<file path="config.mk">
export PLATFORM = sky130hd
export DESIGN_NAME = modular_exponentiation_top_flat
export DESIGN_NICKNAME = d
export VERILOG_FILES = /design/src/sv/mexp_pkg.sv /design/src/sv/mexp_if.sv /design/src/sv/mexp_mulmod.sv /design/src/sv/mexp_ctrl.sv /design/src/sv/modular_exponentiation_top.sv /design/src/flat_wrapper.sv
export SDC_FILE = /design/constraint.sdc
export NUM_CORES = 1
export LEC_CHECK = 0
export BUFFER_PORTS_ARGS = -buffer_cell sky130_fd_sc_hd__buf_2
export CORE_MARGIN = 5
export CORE_UTILIZATION = 45
export CTS_BUF_LIST = sky130_fd_sc_hd__clkbuf_8
export CTS_CLUSTER_DIAMETER = 30
export CTS_CLUSTER_SIZE = 40
export DETAILED_ROUTE_END_ITERATION = 6
export PLACE_DENSITY = 0.67
export REMOVE_ABC_BUFFERS = 1
export SKIP_CTS_REPAIR_TIMING = 1
export SLEW_MARGIN = 40
export SYNTH_ARGS = -nofsm -noshare
export SYNTH_HDL_FRONTEND = slang
export SYNTH_SLANG_ARGS = --single-unit
export TNS_END_PERCENT = 20
</file>
<file path="constraint.sdc">
create_clock -name i_clk -period 13.2 [get_ports i_clk]
set_clock_uncertainty 0.2 [all_clocks]
set_input_delay 0.66 -clock i_clk [delete_from_list [all_inputs] [get_ports i_clk]]
set_output_delay 0.66 -clock i_clk [all_outputs]
set_load 0.03 [all_outputs]
</file>
<file path="src/sv/mexp_pkg.sv">
// ----------------------------------------------------------------------------
// Modular exponentiation package
// Shared types and constants for the modular exponentiation block.
// ----------------------------------------------------------------------------
`default_nettype none

package mexp_pkg;

    // Value of the modulus register after reset.
    localparam int unsigned MODULUS_RESET = 2;

    // Command from the sequencer to the modular multiplier.
    typedef struct packed {
        logic start;
    } t_mul_ctl;

    // Status from the modular multiplier back to the sequencer.
    typedef struct packed {
        logic busy;
        logic done;
    } t_mul_stat;

endpackage

`default_nettype wire

</file>
<file path="src/sv/mexp_if.sv">
// ----------------------------------------------------------------------------
// Modular exponentiation channels
// Valid/ready channels for requests, results and modulus writes.
// ----------------------------------------------------------------------------
`default_nettype none

interface mexp_in_if #(
    parameter int WIDTH = 16
);
    logic             valid;
    logic             ready;
    logic [WIDTH-1:0] base;
    logic [WIDTH-1:0] exponent;

    modport source (output valid, output base, output exponent, input ready);
    modport sink   (input valid, input base, input exponent, output ready);
endinterface

interface mexp_out_if #(
    parameter int WIDTH = 16
);
    logic             valid;
    logic             ready;
    logic [WIDTH-1:0] result;

    modport source (output valid, output result, input ready);
    modport sink   (input valid, input result, output ready);
endinterface

interface mexp_cfg_if #(
    parameter int WIDTH = 16
);
    logic             valid;
    logic             ready;
    logic [WIDTH-1:0] data;

    modport source (output valid, output data, input ready);
    modport sink   (input valid, input data, output ready);
endinterface

`default_nettype wire

</file>
<file path="src/sv/mexp_mulmod.sv">
// ----------------------------------------------------------------------------
// Modular multiplier
// Bit-serial shift-and-add multiplier that computes x * y mod m, one bit of
// y per cycle from the most significant bit down, reducing after each step.
// ----------------------------------------------------------------------------
`default_nettype none

module mexp_mulmod import mexp_pkg::*; #(
    parameter int WIDTH = 16
) (
    input  wire logic             i_clk,
    input  wire logic             i_rst_n,
    input  wire t_mul_ctl         i_ctl,
    input  wire logic [WIDTH-1:0] i_x,
    input  wire logic [WIDTH-1:0] i_y,
    input  wire logic [WIDTH-1:0] i_modulus,
    output t_mul_stat             o_stat,
    output logic      [WIDTH-1:0] o_result
);

    localparam int CNT_W = $clog2(WIDTH);

    logic             r_busy;
    logic             r_done;
    logic [CNT_W-1:0] r_cnt;
    logic [WIDTH-1:0] r_acc;
    logic [WIDTH-1:0] r_x;
    logic [WIDTH-1:0] r_y;

    logic [WIDTH+1:0] w_sum;
    logic [WIDTH+1:0] w_m1;
    logic [WIDTH+1:0] w_m2;
    logic [WIDTH+1:0] w_sub1;
    logic [WIDTH+1:0] w_sub2;
    logic [WIDTH-1:0] n_acc;

    // The running value is below the modulus, so the sum stays below three
    // times the modulus and one of three candidates is the reduced value.
    always_comb begin
        w_sum  = {1'b0, r_acc, 1'b0} + (r_y[WIDTH-1] ? {2'b00, r_x} : '0);
        w_m1   = {2'b00, i_modulus};
        w_m2   = {1'b0, i_modulus, 1'b0};
        w_sub1 = w_sum - w_m1;
        w_sub2 = w_sum - w_m2;
        if (w_sum >= w_m2) begin
            n_acc = w_sub2[WIDTH-1:0];
        end else if (w_sum >= w_m1) begin
            n_acc = w_sub1[WIDTH-1:0];
        end else begin
            n_acc = w_sum[WIDTH-1:0];
        end
    end

    always_ff @(posedge i_clk) begin
        if (!i_rst_n) begin
            r_busy <= 1'b0;
            r_done <= 1'b0;
        end else begin
            r_done <= 1'b0;
            if (i_ctl.start) begin
                r_busy <= 1'b1;
                r_cnt  <= CNT_W'(WIDTH - 1);
                r_acc  <= '0;
                r_x    <= i_x;
                r_y    <= i_y;
            end else if (r_busy) begin
                r_acc <= n_acc;
                r_y   <= {r_y[WIDTH-2:0], 1'b0};
                r_cnt <= r_cnt - CNT_W'(1);
                if (r_cnt == '0) begin
                    r_busy <= 1'b0;
                    r_done <= 1'b1;
                end
            end
        end
    end

    assign o_stat.busy = r_busy;
    assign o_stat.done = r_done;
    assign o_result    = r_acc;

endmodule

`default_nettype wire

</file>
<file path="src/sv/mexp_ctrl.sv">
// ----------------------------------------------------------------------------
// Modular exponentiation sequencer
// Reduces the base, then walks the exponent from its top bit, issuing a
// square and, for set bits, a multiply by the base to the shared multiplier.
// ----------------------------------------------------------------------------
`default_nettype none

module mexp_ctrl import mexp_pkg::*; #(
    parameter int WIDTH = 16
) (
    input  wire logic             i_clk,
    input  wire logic             i_rst_n,
    input  wire logic [WIDTH-1:0] i_modulus,
    mexp_in_if.sink               i_in,
    mexp_out_if.source            o_out,
    output t_mul_ctl              o_mul_ctl,
    output logic      [WIDTH-1:0] o_mul_x,
    output logic      [WIDTH-1:0] o_mul_y,
    input  wire t_mul_stat        i_mul_stat,
    input  wire logic [WIDTH-1:0] i_mul_result
);

    localparam int CNT_W = $clog2(WIDTH);

    typedef enum logic [2:0] {
        S_IDLE,
        S_REDUCE,
        S_SQUARE,
        S_MULT,
        S_FINISH
    } t_state;

    t_state           r_state;
    logic             r_start;
    logic             r_out_valid;
    logic [WIDTH-1:0] r_result;
    logic [WIDTH-1:0] r_exp;
    logic [WIDTH-1:0] r_base;
    logic [WIDTH-1:0] r_acc;
    logic [WIDTH-1:0] r_x;
    logic [WIDTH-1:0] r_y;
    logic [CNT_W-1:0] r_bit;

    always_ff @(posedge i_clk) begin
        if (!i_rst_n) begin
            r_state     <= S_IDLE;
            r_start     <= 1'b0;
            r_out_valid <= 1'b0;
        end else begin
            r_start <= 1'b0;
            if (r_out_valid && o_out.ready) begin
                r_out_valid <= 1'b0;
            end
            case (r_state)
                S_IDLE: begin
                    if (i_in.valid) begin
                        r_exp   <= i_in.exponent;
                        r_acc   <= (i_modulus == WIDTH'(1)) ? '0 : WIDTH'(1);
                        r_x     <= WIDTH'(1);
                        r_y     <= i_in.base;
                        r_bit   <= CNT_W'(WIDTH - 1);
                        r_start <= 1'b1;
                        r_state <= S_REDUCE;
                    end
                end
                S_REDUCE: begin
                    if (i_mul_stat.done) begin
                        r_base  <= i_mul_result;
                        r_x     <= r_acc;
                        r_y     <= r_acc;
                        r_start <= 1'b1;
                        r_state <= S_SQUARE;
                    end
                end
                S_SQUARE: begin
                    if (i_mul_stat.done) begin
                        r_acc <= i_mul_result;
                        if (r_exp[r_bit]) begin
                            r_x     <= i_mul_result;
                            r_y     <= r_base;
                            r_start <= 1'b1;
                            r_state <= S_MULT;
                        end else if (r_bit == '0) begin
                            r_state <= S_FINISH;
                        end else begin
                            r_bit   <= r_bit - CNT_W'(1);
                            r_x     <= i_mul_result;
                            r_y     <= i_mul_result;
                            r_start <= 1'b1;
                        end
                    end
                end
                S_MULT: begin
                    if (i_mul_stat.done) begin
                        r_acc <= i_mul_result;
                        if (r_bit == '0) begin
                            r_state <= S_FINISH;
                        end else begin
                            r_bit   <= r_bit - CNT_W'(1);
                            r_x     <= i_mul_result;
                            r_y     <= i_mul_result;
                            r_start <= 1'b1;
                            r_state <= S_SQUARE;
                        end
                    end
                end
                S_FINISH: begin
                    if (!r_out_valid || o_out.ready) begin
                        r_result    <= (i_modulus == '0) ? '0 : r_acc;
                        r_out_valid <= 1'b1;
                        r_state     <= S_IDLE;
                    end
                end
                default: begin
                    r_state <= S_IDLE;
                end
            endcase
        end
    end

    assign i_in.ready      = (r_state == S_IDLE) && !i_mul_stat.busy;
    assign o_out.valid     = r_out_valid;
    assign o_out.result    = r_result;
    assign o_mul_ctl.start = r_start;
    assign o_mul_x         = r_x;
    assign o_mul_y         = r_y;

endmodule

`default_nettype wire

</file>
<file path="src/sv/modular_exponentiation_top.sv">
// ----------------------------------------------------------------------------
// Modular exponentiation top level
// Computes base ** exponent mod modulus by square-and-multiply on one shared
// bit-serial modular multiplier. The modulus is a single register written
// through the configuration channel; it resets to 2, and a modulus of zero
// gives a result of zero. One request is worked on at a time: the input is
// not ready from acceptance until the result is placed in the output
// register, which holds it while the next request is accepted. Each
// multiplier pass steps through its second operand one bit at a time, and a
// request needs one pass to reduce the base, one squaring pass for every
// exponent bit and one extra pass for every set exponent bit.
// ----------------------------------------------------------------------------
`default_nettype none

module modular_exponentiation_top import mexp_pkg::*; #(
    parameter int WIDTH = 16
) (
    input  wire logic  i_clk,
    input  wire logic  i_rst_n,
    mexp_cfg_if.sink   i_cfg,
    mexp_in_if.sink    i_in,
    mexp_out_if.source o_out
);

    logic [WIDTH-1:0] r_modulus;
    t_mul_ctl         w_mul_ctl;
    t_mul_stat        w_mul_stat;
    logic [WIDTH-1:0] w_mul_x;
    logic [WIDTH-1:0] w_mul_y;
    logic [WIDTH-1:0] w_mul_result;

    always_ff @(posedge i_clk) begin
        if (!i_rst_n) begin
            r_modulus <= WIDTH'(MODULUS_RESET);
        end else if (i_cfg.valid) begin
            r_modulus <= i_cfg.data;
        end
    end

    assign i_cfg.ready = 1'b1;

    mexp_ctrl #(
        .WIDTH (WIDTH)
    ) u_ctrl (
        .i_clk        (i_clk),
        .i_rst_n      (i_rst_n),
        .i_modulus    (r_modulus),
        .i_in         (i_in),
        .o_out        (o_out),
        .o_mul_ctl    (w_mul_ctl),
        .o_mul_x      (w_mul_x),
        .o_mul_y      (w_mul_y),
        .i_mul_stat   (w_mul_stat),
        .i_mul_result (w_mul_result)
    );

    mexp_mulmod #(
        .WIDTH (WIDTH)
    ) u_mulmod (
        .i_clk     (i_clk),
        .i_rst_n   (i_rst_n),
        .i_ctl     (w_mul_ctl),
        .i_x       (w_mul_x),
        .i_y       (w_mul_y),
        .i_modulus (r_modulus),
        .o_stat    (w_mul_stat),
        .o_result  (w_mul_result)
    );

endmodule

`default_nettype wire

</file>
<file path="src/flat_wrapper.sv">
// flat-port wrapper written by rule: the top's interface ports become plain ports
module modular_exponentiation_top_flat import mexp_pkg::*;
#(
    parameter int WIDTH = 16
)
  (i_clk, i_rst_n, i_cfg_valid, i_cfg_data, i_cfg_ready, i_in_valid, i_in_base, i_in_exponent, i_in_ready, o_out_valid, o_out_result, o_out_ready);
  mexp_cfg_if #(.WIDTH(WIDTH)) i_cfg_i ();
  mexp_in_if #(.WIDTH(WIDTH)) i_in_i ();
  mexp_out_if #(.WIDTH(WIDTH)) o_out_i ();
  input  wire logic i_clk;
  input  wire logic i_rst_n;
  input wire logic [$bits(i_cfg_i.valid)-1:0] i_cfg_valid;
  input wire logic [$bits(i_cfg_i.data)-1:0] i_cfg_data;
  output wire logic [$bits(i_cfg_i.ready)-1:0] i_cfg_ready;
  input wire logic [$bits(i_in_i.valid)-1:0] i_in_valid;
  input wire logic [$bits(i_in_i.base)-1:0] i_in_base;
  input wire logic [$bits(i_in_i.exponent)-1:0] i_in_exponent;
  output wire logic [$bits(i_in_i.ready)-1:0] i_in_ready;
  output wire logic [$bits(o_out_i.valid)-1:0] o_out_valid;
  output wire logic [$bits(o_out_i.result)-1:0] o_out_result;
  input wire logic [$bits(o_out_i.ready)-1:0] o_out_ready;
  assign i_cfg_i.valid = i_cfg_valid;
  assign i_cfg_i.data = i_cfg_data;
  assign i_cfg_ready = i_cfg_i.ready;
  assign i_in_i.valid = i_in_valid;
  assign i_in_i.base = i_in_base;
  assign i_in_i.exponent = i_in_exponent;
  assign i_in_ready = i_in_i.ready;
  assign o_out_valid = o_out_i.valid;
  assign o_out_result = o_out_i.result;
  assign o_out_i.ready = o_out_ready;
  modular_exponentiation_top #(.WIDTH(WIDTH)) u_core (.i_clk(i_clk), .i_rst_n(i_rst_n), .i_cfg(i_cfg_i), .i_in(i_in_i), .o_out(o_out_i));
endmodule
</file>
==> results of run 1 <==
## how the worst max path moves through the flow
stage,from,slack (ns),depth (start not counted),end
CTS,u_core.u_mulmod.r_y[15],8.22,20,u_core.u_mulmod.o_result[13]
floorplan,u_core.u_mulmod.r_y[15],8.81,20,u_core.u_mulmod.o_result[13]
finish,u_core.u_mulmod.r_y[15],8.17,20,u_core.u_mulmod.o_result[13]
global route,u_core.u_mulmod.r_y[15],7.75,20,u_core.u_mulmod.o_result[13]
global placement,u_core.u_mulmod.r_y[15],8.34,20,u_core.u_mulmod.o_result[13]
detailed placement,u_core.u_mulmod.r_y[15],8.25,20,u_core.u_mulmod.o_result[13]
## metal layers
layer	track usage, %	wire [um]	part of all wire [%]
met4	4.06	233	1.1
met2	25.9	9200	44
met3	3.08	988	4.7
met5	0	0	0
met1	25.9	10400	50
## through the flow
stage	worst slack, ns	utilization, %	total power, mW	instance area, sq um
after floorplan	8.81	-	1.18	9560
after global placement	8.34	48.9	1.31	10300
after detailed placement	8.25	48.9	1.32	10300
after CTS	8.22	50.8	1.70	10700
after global routing	7.75	50.8	1.81	10700
final	8.17	50.8	1.70	10700
## final cells by class
type | instances | area (sq um) | area share, %
Clock buffer | 17 | 234 | 2.18
Clock inverter | 15 | 170 | 1.58
Inverter | 35 | 131 | 1.22
Multi-Input combinational cell | 594 | 4410 | 41.1
Sequential cell | 175 | 5020 | 46.8
Tap cell | 275 | 344 | 3.20
Timing Repair Buffer | 80 | 425 | 3.96
## where the power goes
part	switching (mW)	internal, mW
clock network	0.221	0.160
logic	0.364	0.274
registers	0.0287	0.651
total	0.614	1.08
## worst max-delay path, stage by stage, from the launching register on
cell and delay [ns]:
edfxtp_1 0.56, and2_1 0.22, ha_1 0.20, inv_1 0.07, fa_1 0.20, nor2b_1 0.07
o31a_1 0.27, a41oi_1 0.36, a21oi_1 0.15, a21oi_1 0.20, xor2_1 0.27, inv_1 0.11
ha_1 0.36, a21oi_1 0.15, o21ai_0 0.14, a211o_1 0.25, o21ai_1 0.16, o211ai_2 0.13
nand2b_4 0.29, and2_1 0.20, o221a_1 0.21
## cells in the mapped netlist (all sizes together) (6+ instances only)
cell type,count
a31oi,7
buf,11
and2,37
nor2b,39
o21a,6
nor2,38
ha,49
a21oi,48
dfxtp,23
a211oi,8
inv,35
mux2,16
a222oi,15
nand3,6
o21ai,45
nand2b,11
edfxtp,152
nand2,68
clkbuf,22
nor3,11
xor2,13
a21o,13
xnor2,25
mux2i,46
a22oi,17
## cell families (layout without fill, tap and decap cells)
family	Yosys count	count (layout)	synth area share, %
buffers and inverters	68	147	3.35
other	1	1	0.0385
AO/OA/AOI/OAI	194	194	14.2
AND/OR/NAND/NOR	242	242	12.9
flip-flops	175	175	51.5
adder cells (fa/ha/maj)	52	52	6.90
XOR/XNOR	38	38	3.41
multiplexers	67	67	7.72
==> flow_summary.ini, run 1 <==
[power_and_ir_drop]
power_density_nw_per_um2 = 158
vdd_drop_max_uv = 96.3
p_leak_nw = 4.14

[finish]
drive_gt1_share_pct = 17.8
final_common_cell = edfxtp_1
nets = 1008
final-instance-count-excl-fill = 1191
n_fill_cell = 1879
n_antenna_cell = 0
area_delta_synth_final_pct = 10.2
mostFrequentLayoutCells = edfxtp_1 (152), buf_2 (70), nand2_1 (68)

[logic_synthesis]
yosysSeqAreaShare_pct = 51.5
synth_top_area_cell = edfxtp_1
ys_ff_latch = 175
netlist_area_sq_um = 9750
synth.distinct_cells = 70
synth_top_area_share_pct = 46.8
synthFlopType = edfxtp_1
synth_edf_count = 152
synthArstFlopShare_pct = 0
synth.area.top_cells = edfxtp_1 (47%), ha_1 (6.3%), dfxtp_1 (4.7%), mux2i_1 (4.7%), nand2_1 (2.6%)
ys.warnings.count = 0
syn_area_per_cell_sq_um = 11.6
syn-instance-count = 837

[outcome]
status = finished clean

[routing]
dr.pass1.iters = 5
vias = 6664
postRouteAntennaNets = 0
drc_errors = 0
drt-total-wl_um = 20800
viasPerCell = 5.60
dr.first_iter.drc_count = 717
wire_per_inst_um = 17.5

[setup_path]
required_ns = 13.21
cp-end-kind = flop
crit_fanout = 17
crit_type = reg2reg
rr_worst_depth = 20
cp.arrival_ns = 5.03
critPathLaunchType = flop
timing.rr.start = u_core.u_mulmod.r_y[15]
r2r-end = u_core.u_mulmod.o_result[13]
ff2ff_setup_slack_ns = 8.17

[floorplan]
core_area_sq_um = 21200
dieHeight_um = 157
io_pins = 72
rows = 53
initial_utilization_pct = 46.1
die_w_um = 157
dieArea_sq_um = 24700

[clocking]
cts_sinks = 175
cts_tree = yes
cts_inserted_buffers = 17
clk_latency_ns = 0.46
root_buffer = clkbuf_8
clockBufferDepth = 2
clk_pin_slew_worst_paths_ns = 0.11
cts_max_level = 4

[global_route]
grt_overflow = 0
grt_pass1_vias = 6492
grt_max_degree = 38
antenna_found_initial = 0
grt_pass1_wl_um = 34200
grt_usage_pct = 17.2

[timing]
rsz0062_at_grt = false
finalCritPeriodShare_pct = 38.1
setup_viol = 0
hold_ws_ns = 0.168
hold_viol = 0
slew_violations = 0
fmax_mhz = 199
worst_pin_slew_ns = 0.765
min_period_ns = 5.03
fin_setup_tns_ns = 0
max_slew_margin_pct = 48.9

[worst_hold_path]
holdPathStages = 1
hold_class = in2reg
min_from = i_in_exponent[0]
holdPathEnd = u_core.u_ctrl.r_exp[0]

[placed_design]
placedCellCount = 1159
portBuffers = 70
gp_congestion = 0.908
place_hpwl_um = 15000

[run]
max_cap_viol_count = 0
(Power assumes the default switching activity.)
==> inputs of run 2 (changes only) <==
==> constraint.sdc (replaced) <==
create_clock -name i_clk -period 4.85 [get_ports i_clk]
set_clock_uncertainty 0.2 [all_clocks]
set_input_delay 0.2425 -clock i_clk [delete_from_list [all_inputs] [get_ports i_clk]]
set_output_delay 0.2425 -clock i_clk [all_outputs]
set_load 0.03 [all_outputs]
==> run 2 against run 1 <==
The flow now finishes with violations (design-rule violations, negative hold slack). Core utilization grew 4.2 points. Setup slack worse by 8.0 ns. Global-route usage up 0.14 points. Design area rose by 8.3%. Die area unchanged. Largest cell class unchanged. Largest power group is now combinational cells.
==> flow_summary.ini, run 2 (synthesis gave the netlist of run 1 again) <==
[worst_hold_path]
min_from = i_rst_n
hold_class = in2reg
holdPathEnd = u_core.u_mulmod.r_done
holdPathStages = 3

[global_route]
grt_usage_pct = 17.3
antenna_found_initial = 0
grt_overflow = 0
grt_pass1_vias = 6589
grt_max_degree = 38
grt_pass1_wl_um = 34300

[routing]
viasPerCell = 5.56
drc_errors = 2
dr.pass1.iters = 7
vias = 7072
postRouteAntennaNets = 0
drt-total-wl_um = 22300
dr.first_iter.drc_count = 658
wire_per_inst_um = 17.5

[setup_path]
crit_fanout = 8
required_ns = 4.96
crit_type = reg2reg
cp.arrival_ns = 4.80
ff2ff_setup_slack_ns = 0.16
r2r-end = u_core.u_mulmod.o_result[2]
critPathLaunchType = flop
rr_worst_depth = 19
timing.rr.start = u_core.u_mulmod.r_y[15]
cp-end-kind = flop

[clocking]
root_buffer = clkbuf_8
clk_pin_slew_worst_paths_ns = 0.10
cts_tree = yes
cts_sinks = 175
cts_max_level = 4
clk_latency_ns = 0.47
cts_inserted_buffers = 17
clockBufferDepth = 2

[finish]
final_common_cell = edfxtp_1
area_delta_synth_final_pct = 19.2
nets = 1089
n_antenna_cell = 0
fin_util_pct = 55.0
n_fill_cell = 1771
drive_gt1_share_pct = 21.3
mostFrequentLayoutCells = edfxtp_1 (152), buf_2 (70), nand2_1 (68)
stdcell_area_sq_um = 11600

[run]
max_cap_viol_count = 0

[power_and_ir_drop]
power.share.clock_pct = 21.1
power_density_nw_per_um2 = 426
power.internal_mw = 3.13
swShare_pct = 36.7
p_leak_nw = 4.53
vdd_drop_max_uv = 210
p_comb_share_pct = 41.5
p_seq_share_pct = 37.4
power.switching_mw = 1.82
power_mw = 4.95

[floorplan]
initial_utilization_pct = 46.1
dieHeight_um = 157
dieArea_sq_um = 24700
die_w_um = 157
io_pins = 72
core_area_sq_um = 21200
rows = 53

[placed_design]
gp_congestion = 0.935
portBuffers = 70
place_area_sq_um = 10400
place_hpwl_um = 15300

[timing]
fmax_mhz = 213
fin_setup_tns_ns = 0
hold_ws_ns = -0.00719
max_slew_margin_pct = 47.8
setup_viol = 0
finalCritPeriodShare_pct = 96.7
slew_violations = 0
worst_pin_slew_ns = 0.783
hold_viol = 1
min_period_ns = 4.69

[outcome]
status = complete, but fails checks
failed_checks = design-rule violations, negative hold slack
==> run 2: worst max path at each step <==
stage	start	slack [ns]	depth (start not counted)	endpoint
floorplan	u_core.u_mulmod.r_y[15]	0.46	20	u_core.u_mulmod.o_result[13]
global placement	u_core.u_mulmod.r_y[15]	0.07	20	u_core.u_mulmod.o_result[13]
detailed placement	u_core.u_mulmod.r_y[15]	-0.04	20	u_core.u_mulmod.o_result[13]
CTS	u_core.u_mulmod.r_y[15]	-0.07	20	u_core.u_mulmod.o_result[13]
global route	u_core.u_mulmod.r_y[15]	-0.03	19	u_core.u_mulmod.o_result[2]
finish	u_core.u_mulmod.r_y[15]	0.16	19	u_core.u_mulmod.o_result[2]
==> run 2: final cells by class <==
cell class	count	area [sq um]	area share, %
Tap cell	275	344	2.96
Sequential cell	175	5020	43.2
Timing Repair Buffer	156	1120	9.67
Clock inverter	15	169	1.45
Multi-Input combinational cell	599	4600	39.6
Inverter	35	131	1.13
Clock buffer	17	234	2.01
==> run 2: layer usage <==
layer / GRT usage [%] / vias to the layer above / share of wire [%]
met5: 0 / - / 0
met1: 25.8 / 3391 / 48
li1: - / 3441 / -
met2: 26.5 / 209 / 46
met3: 3.41 / 31 / 5.4
met4: 3.65 / 0 / 1.4
==> run 2: critical path, stage by stage, from the launching register on <==
cell and delay, ns:
edfxtp_1 0.49, and2_1 0.21, ha_2 0.19, inv_2 0.06, fa_2 0.20, nor2b_1 0.06, o31a_1 0.33, buf_4 0.15
o21ai_1 0.11, nand2b_1 0.10, xor2_1 0.19, ha_2 0.23, or3_1 0.31, or3_4 0.34, a41o_1 0.23, o41ai_4 0.46
buf_4 0.22, o211a_4 0.24, nand2_1 0.07, o22ai_1 0.14
==> run 2: per-stage QoR <==
stage / instances / hold slack [ns] / setup WS [ns]
after floorplan: 804 / 0.141 / 0.459
after global placement: 1174 / 0.221 / 0.0688
after detailed placement: 1174 / 0.221 / -0.0446
after CTS: 1206 / -0.286 / -0.0682
after global routing: 1272 / 0.00429 / -0.0322
final: 1272 / -0.00719 / 0.162
==> run 2: power groups by stage <==
stage	logic (mW)	clock network, mW	registers, mW
4_1_cts	1.79	1.07	1.85
3_3_place_gp	1.76	0	1.88
6_report	2.05	1.05	1.85
5_1_grt	2.25	1.14	1.86
2_1_floorplan	1.36	0	1.85
3_5_place_dp	1.78	0	1.88
==> inputs of run 3 (changes only) <==
--- a/config.mk
+++ b/config.mk
@@ -6,13 +6,15 @@
 export NUM_CORES = 1
 export LEC_CHECK = 0
 export BUFFER_PORTS_ARGS = -buffer_cell sky130_fd_sc_hd__buf_2
+export CELL_PAD_IN_SITES_DETAIL_PLACEMENT = 1
+export CELL_PAD_IN_SITES_GLOBAL_PLACEMENT = 2
 export CORE_MARGIN = 5
-export CORE_UTILIZATION = 45
+export CORE_UTILIZATION = 43
 export CTS_BUF_LIST = sky130_fd_sc_hd__clkbuf_8
 export CTS_CLUSTER_DIAMETER = 30
 export CTS_CLUSTER_SIZE = 40
 export DETAILED_ROUTE_END_ITERATION = 6
-export PLACE_DENSITY = 0.67
+export PLACE_DENSITY = 0.88
 export REMOVE_ABC_BUFFERS = 1
 export SKIP_CTS_REPAIR_TIMING = 1
 export SLEW_MARGIN = 40
==> run 3 against run 2 <==
The flow now finishes without violations. Combinational power up 7%. Final cell count rose by 1.8%. Sequential power is essentially flat.
==> flow_summary.ini, run 3 (synthesis gave the netlist of run 1 again) <==
[setup_path]
critPathLaunchType = flop
cp.arrival_ns = 4.89
cp-end-kind = flop
r2r-end = u_core.u_mulmod.o_result[8]
crit_start = u_core.u_mulmod.r_y[15]
rr_worst_depth = 20
ff2ff_setup_slack_ns = 0.07
required_ns = 4.96
crit_end = u_core.u_mulmod.o_result[8]
crit_type = reg2reg
timing.rr.start = u_core.u_mulmod.r_y[15]
crit_fanout = 8

[floorplan]
die_w_um = 161
dieHeight_um = 161
rows = 55
io_pins = 72
core_area_sq_um = 22500
initial_utilization_pct = 43.3
dieArea_sq_um = 25800

[power_and_ir_drop]
p_seq_share_pct = 36.0
power_density_nw_per_um2 = 434
p_comb_share_pct = 42.7
swShare_pct = 38.0
power_mw = 5.14
p_leak_nw = 4.62
power.share.clock_pct = 21.3
vdd_drop_max_uv = 187
power.internal_mw = 3.19
power.switching_mw = 1.95

[routing]
vias = 7254
viasPerCell = 5.60
drt-total-wl_um = 25900
wire_per_inst_um = 20.0
drc_errors = 0
postRouteAntennaNets = 0
dr.pass1.iters = 7
dr.first_iter.drc_count = 425

[finish]
final_common_cell = edfxtp_1
n_antenna_cell = 0
mostFrequentLayoutCells = edfxtp_1 (152), buf_2 (71), nand2_1 (68)
area_delta_synth_final_pct = 21.3
nets = 1102
stdcell_area_sq_um = 11800
drive_gt1_share_pct = 23.1

[global_route]
grt_usage_pct = 18.9
grt_max_degree = 34
grt_overflow = 0
grt_pass1_wl_um = 39400
antenna_found_initial = 0
grt_pass1_vias = 7270

[run]
max_cap_viol_count = 0

[clocking]
cts_tree = yes
cts_sinks = 175
clk_latency_ns = 0.49
clockBufferDepth = 2
root_buffer = clkbuf_8
clk_pin_slew_worst_paths_ns = 0.11
cts_inserted_buffers = 17
cts_max_level = 4

[timing]
min_period_ns = 4.78
setup_viol = 0
slew_violations = 0
finalCritPeriodShare_pct = 98.6
fmax_mhz = 209
hold_viol = 0
max_slew_margin_pct = 45.5
worst_pin_slew_ns = 0.817
setup_slack_ns = 0.0697

[worst_hold_path]
hold_class = in2reg

[placed_design]
place_hpwl_um = 17700
gp_congestion = 0.846
place_area_sq_um = 10500
place_ws_ns = -0.0957
portBuffers = 70

[outcome]
status = finished clean
-- run 3: changes by cell type in the layout (fill, tap and decap cells not counted), sizes merged --
cell,previous run,this run
buf,104,120
o211a,5,3
clkinv,5,7
dlygate4sd3,50,51
bufinv,1,0
inv,43,42
clkbuf,19,17
-- run 3: cell type report --
class | count | area, sq um
fillers | 2355 | 10700
flip-flops and latches | 175 | 5020
multi-input cells | 597 | 4630
repair buffers | 171 | 1240
well taps | 285 | 357
clock buffers | 17 | 234
clock inverters | 15 | 205
inverters | 35 | 131
-- run 3: metrics by stage --
stage	instances	TNS [ns]	util [%]	hold slack [ns]
floorplan	804	0	-	0.141
global placement	1194	0	46.8	0.221
detailed placement	1194	-0.400	46.8	0.221
CTS	1226	-1.20	48.8	-0.301
global route	1295	-0.830	52.6	0.0122
finish	1295	0	52.6	0.0113
-- run 3: worst min path at each step --
| stage | start | endpoint | slack [ns] | cells after the start |
|---|---|---|---|---|
| finish | i_in_valid | u_core.u_ctrl.o_mul_ctl | 0.01 | 5 |
| floorplan | i_rst_n | u_core.r_modulus[1] | 0.14 | 1 |
| global route | i_in_valid | u_core.u_ctrl.o_mul_ctl | 0.01 | 5 |
| global placement | i_in_exponent[12] | u_core.u_ctrl.r_exp[12] | 0.22 | 1 |
| CTS | i_in_exponent[0] | u_core.u_ctrl.r_exp[0] | -0.30 | 1 |
| detailed placement | i_in_exponent[0] | u_core.u_ctrl.r_exp[0] | 0.22 | 1 |
-- run 3: metal layers --
| metal | wire (um) | global-route usage [%] | vias up | share of wire (%) |
|---|---|---|---|---|
| li1 | - | - | 3461 | - |
| met1 | 11600 | 25.6 | 3586 | 45 |
| met2 | 12900 | 32.2 | 183 | 50 |
| met3 | 1050 | 3.08 | 24 | 4.1 |
| met4 | 337 | 4.26 | 0 | 1.3 |
| met5 | 0 | 0 | - | 0 |
-- run 3: power groups by stage --
stage / clock network, mW / registers, mW / logic [mW]
detailed placement: 0 / 1.88 / 1.91
global route: 1.18 / 1.86 / 2.39
CTS: 1.12 / 1.85 / 1.93
floorplan: 0 / 1.85 / 1.36
finish: 1.09 / 1.85 / 2.19
global placement: 0 / 1.88 / 1.86
-- run 3: worst max-delay path, cell delays in order, from the launching register on --
cell and delay (ns):
edfxtp_1 0.44, buf_6 0.16, and2_1 0.14, ha_2 0.18
inv_2 0.06, fa_2 0.20, nor2b_2 0.05, o31a_1 0.31
buf_6 0.14, o21ai_4 0.13, nand2b_4 0.11, xor2_4 0.21
ha_2 0.21, or3_1 0.31, or3_4 0.35, a41o_4 0.31
o41ai_4 0.40, o211a_4 0.29, buf_4 0.14, a21oi_1 0.05
a211oi_2 0.22
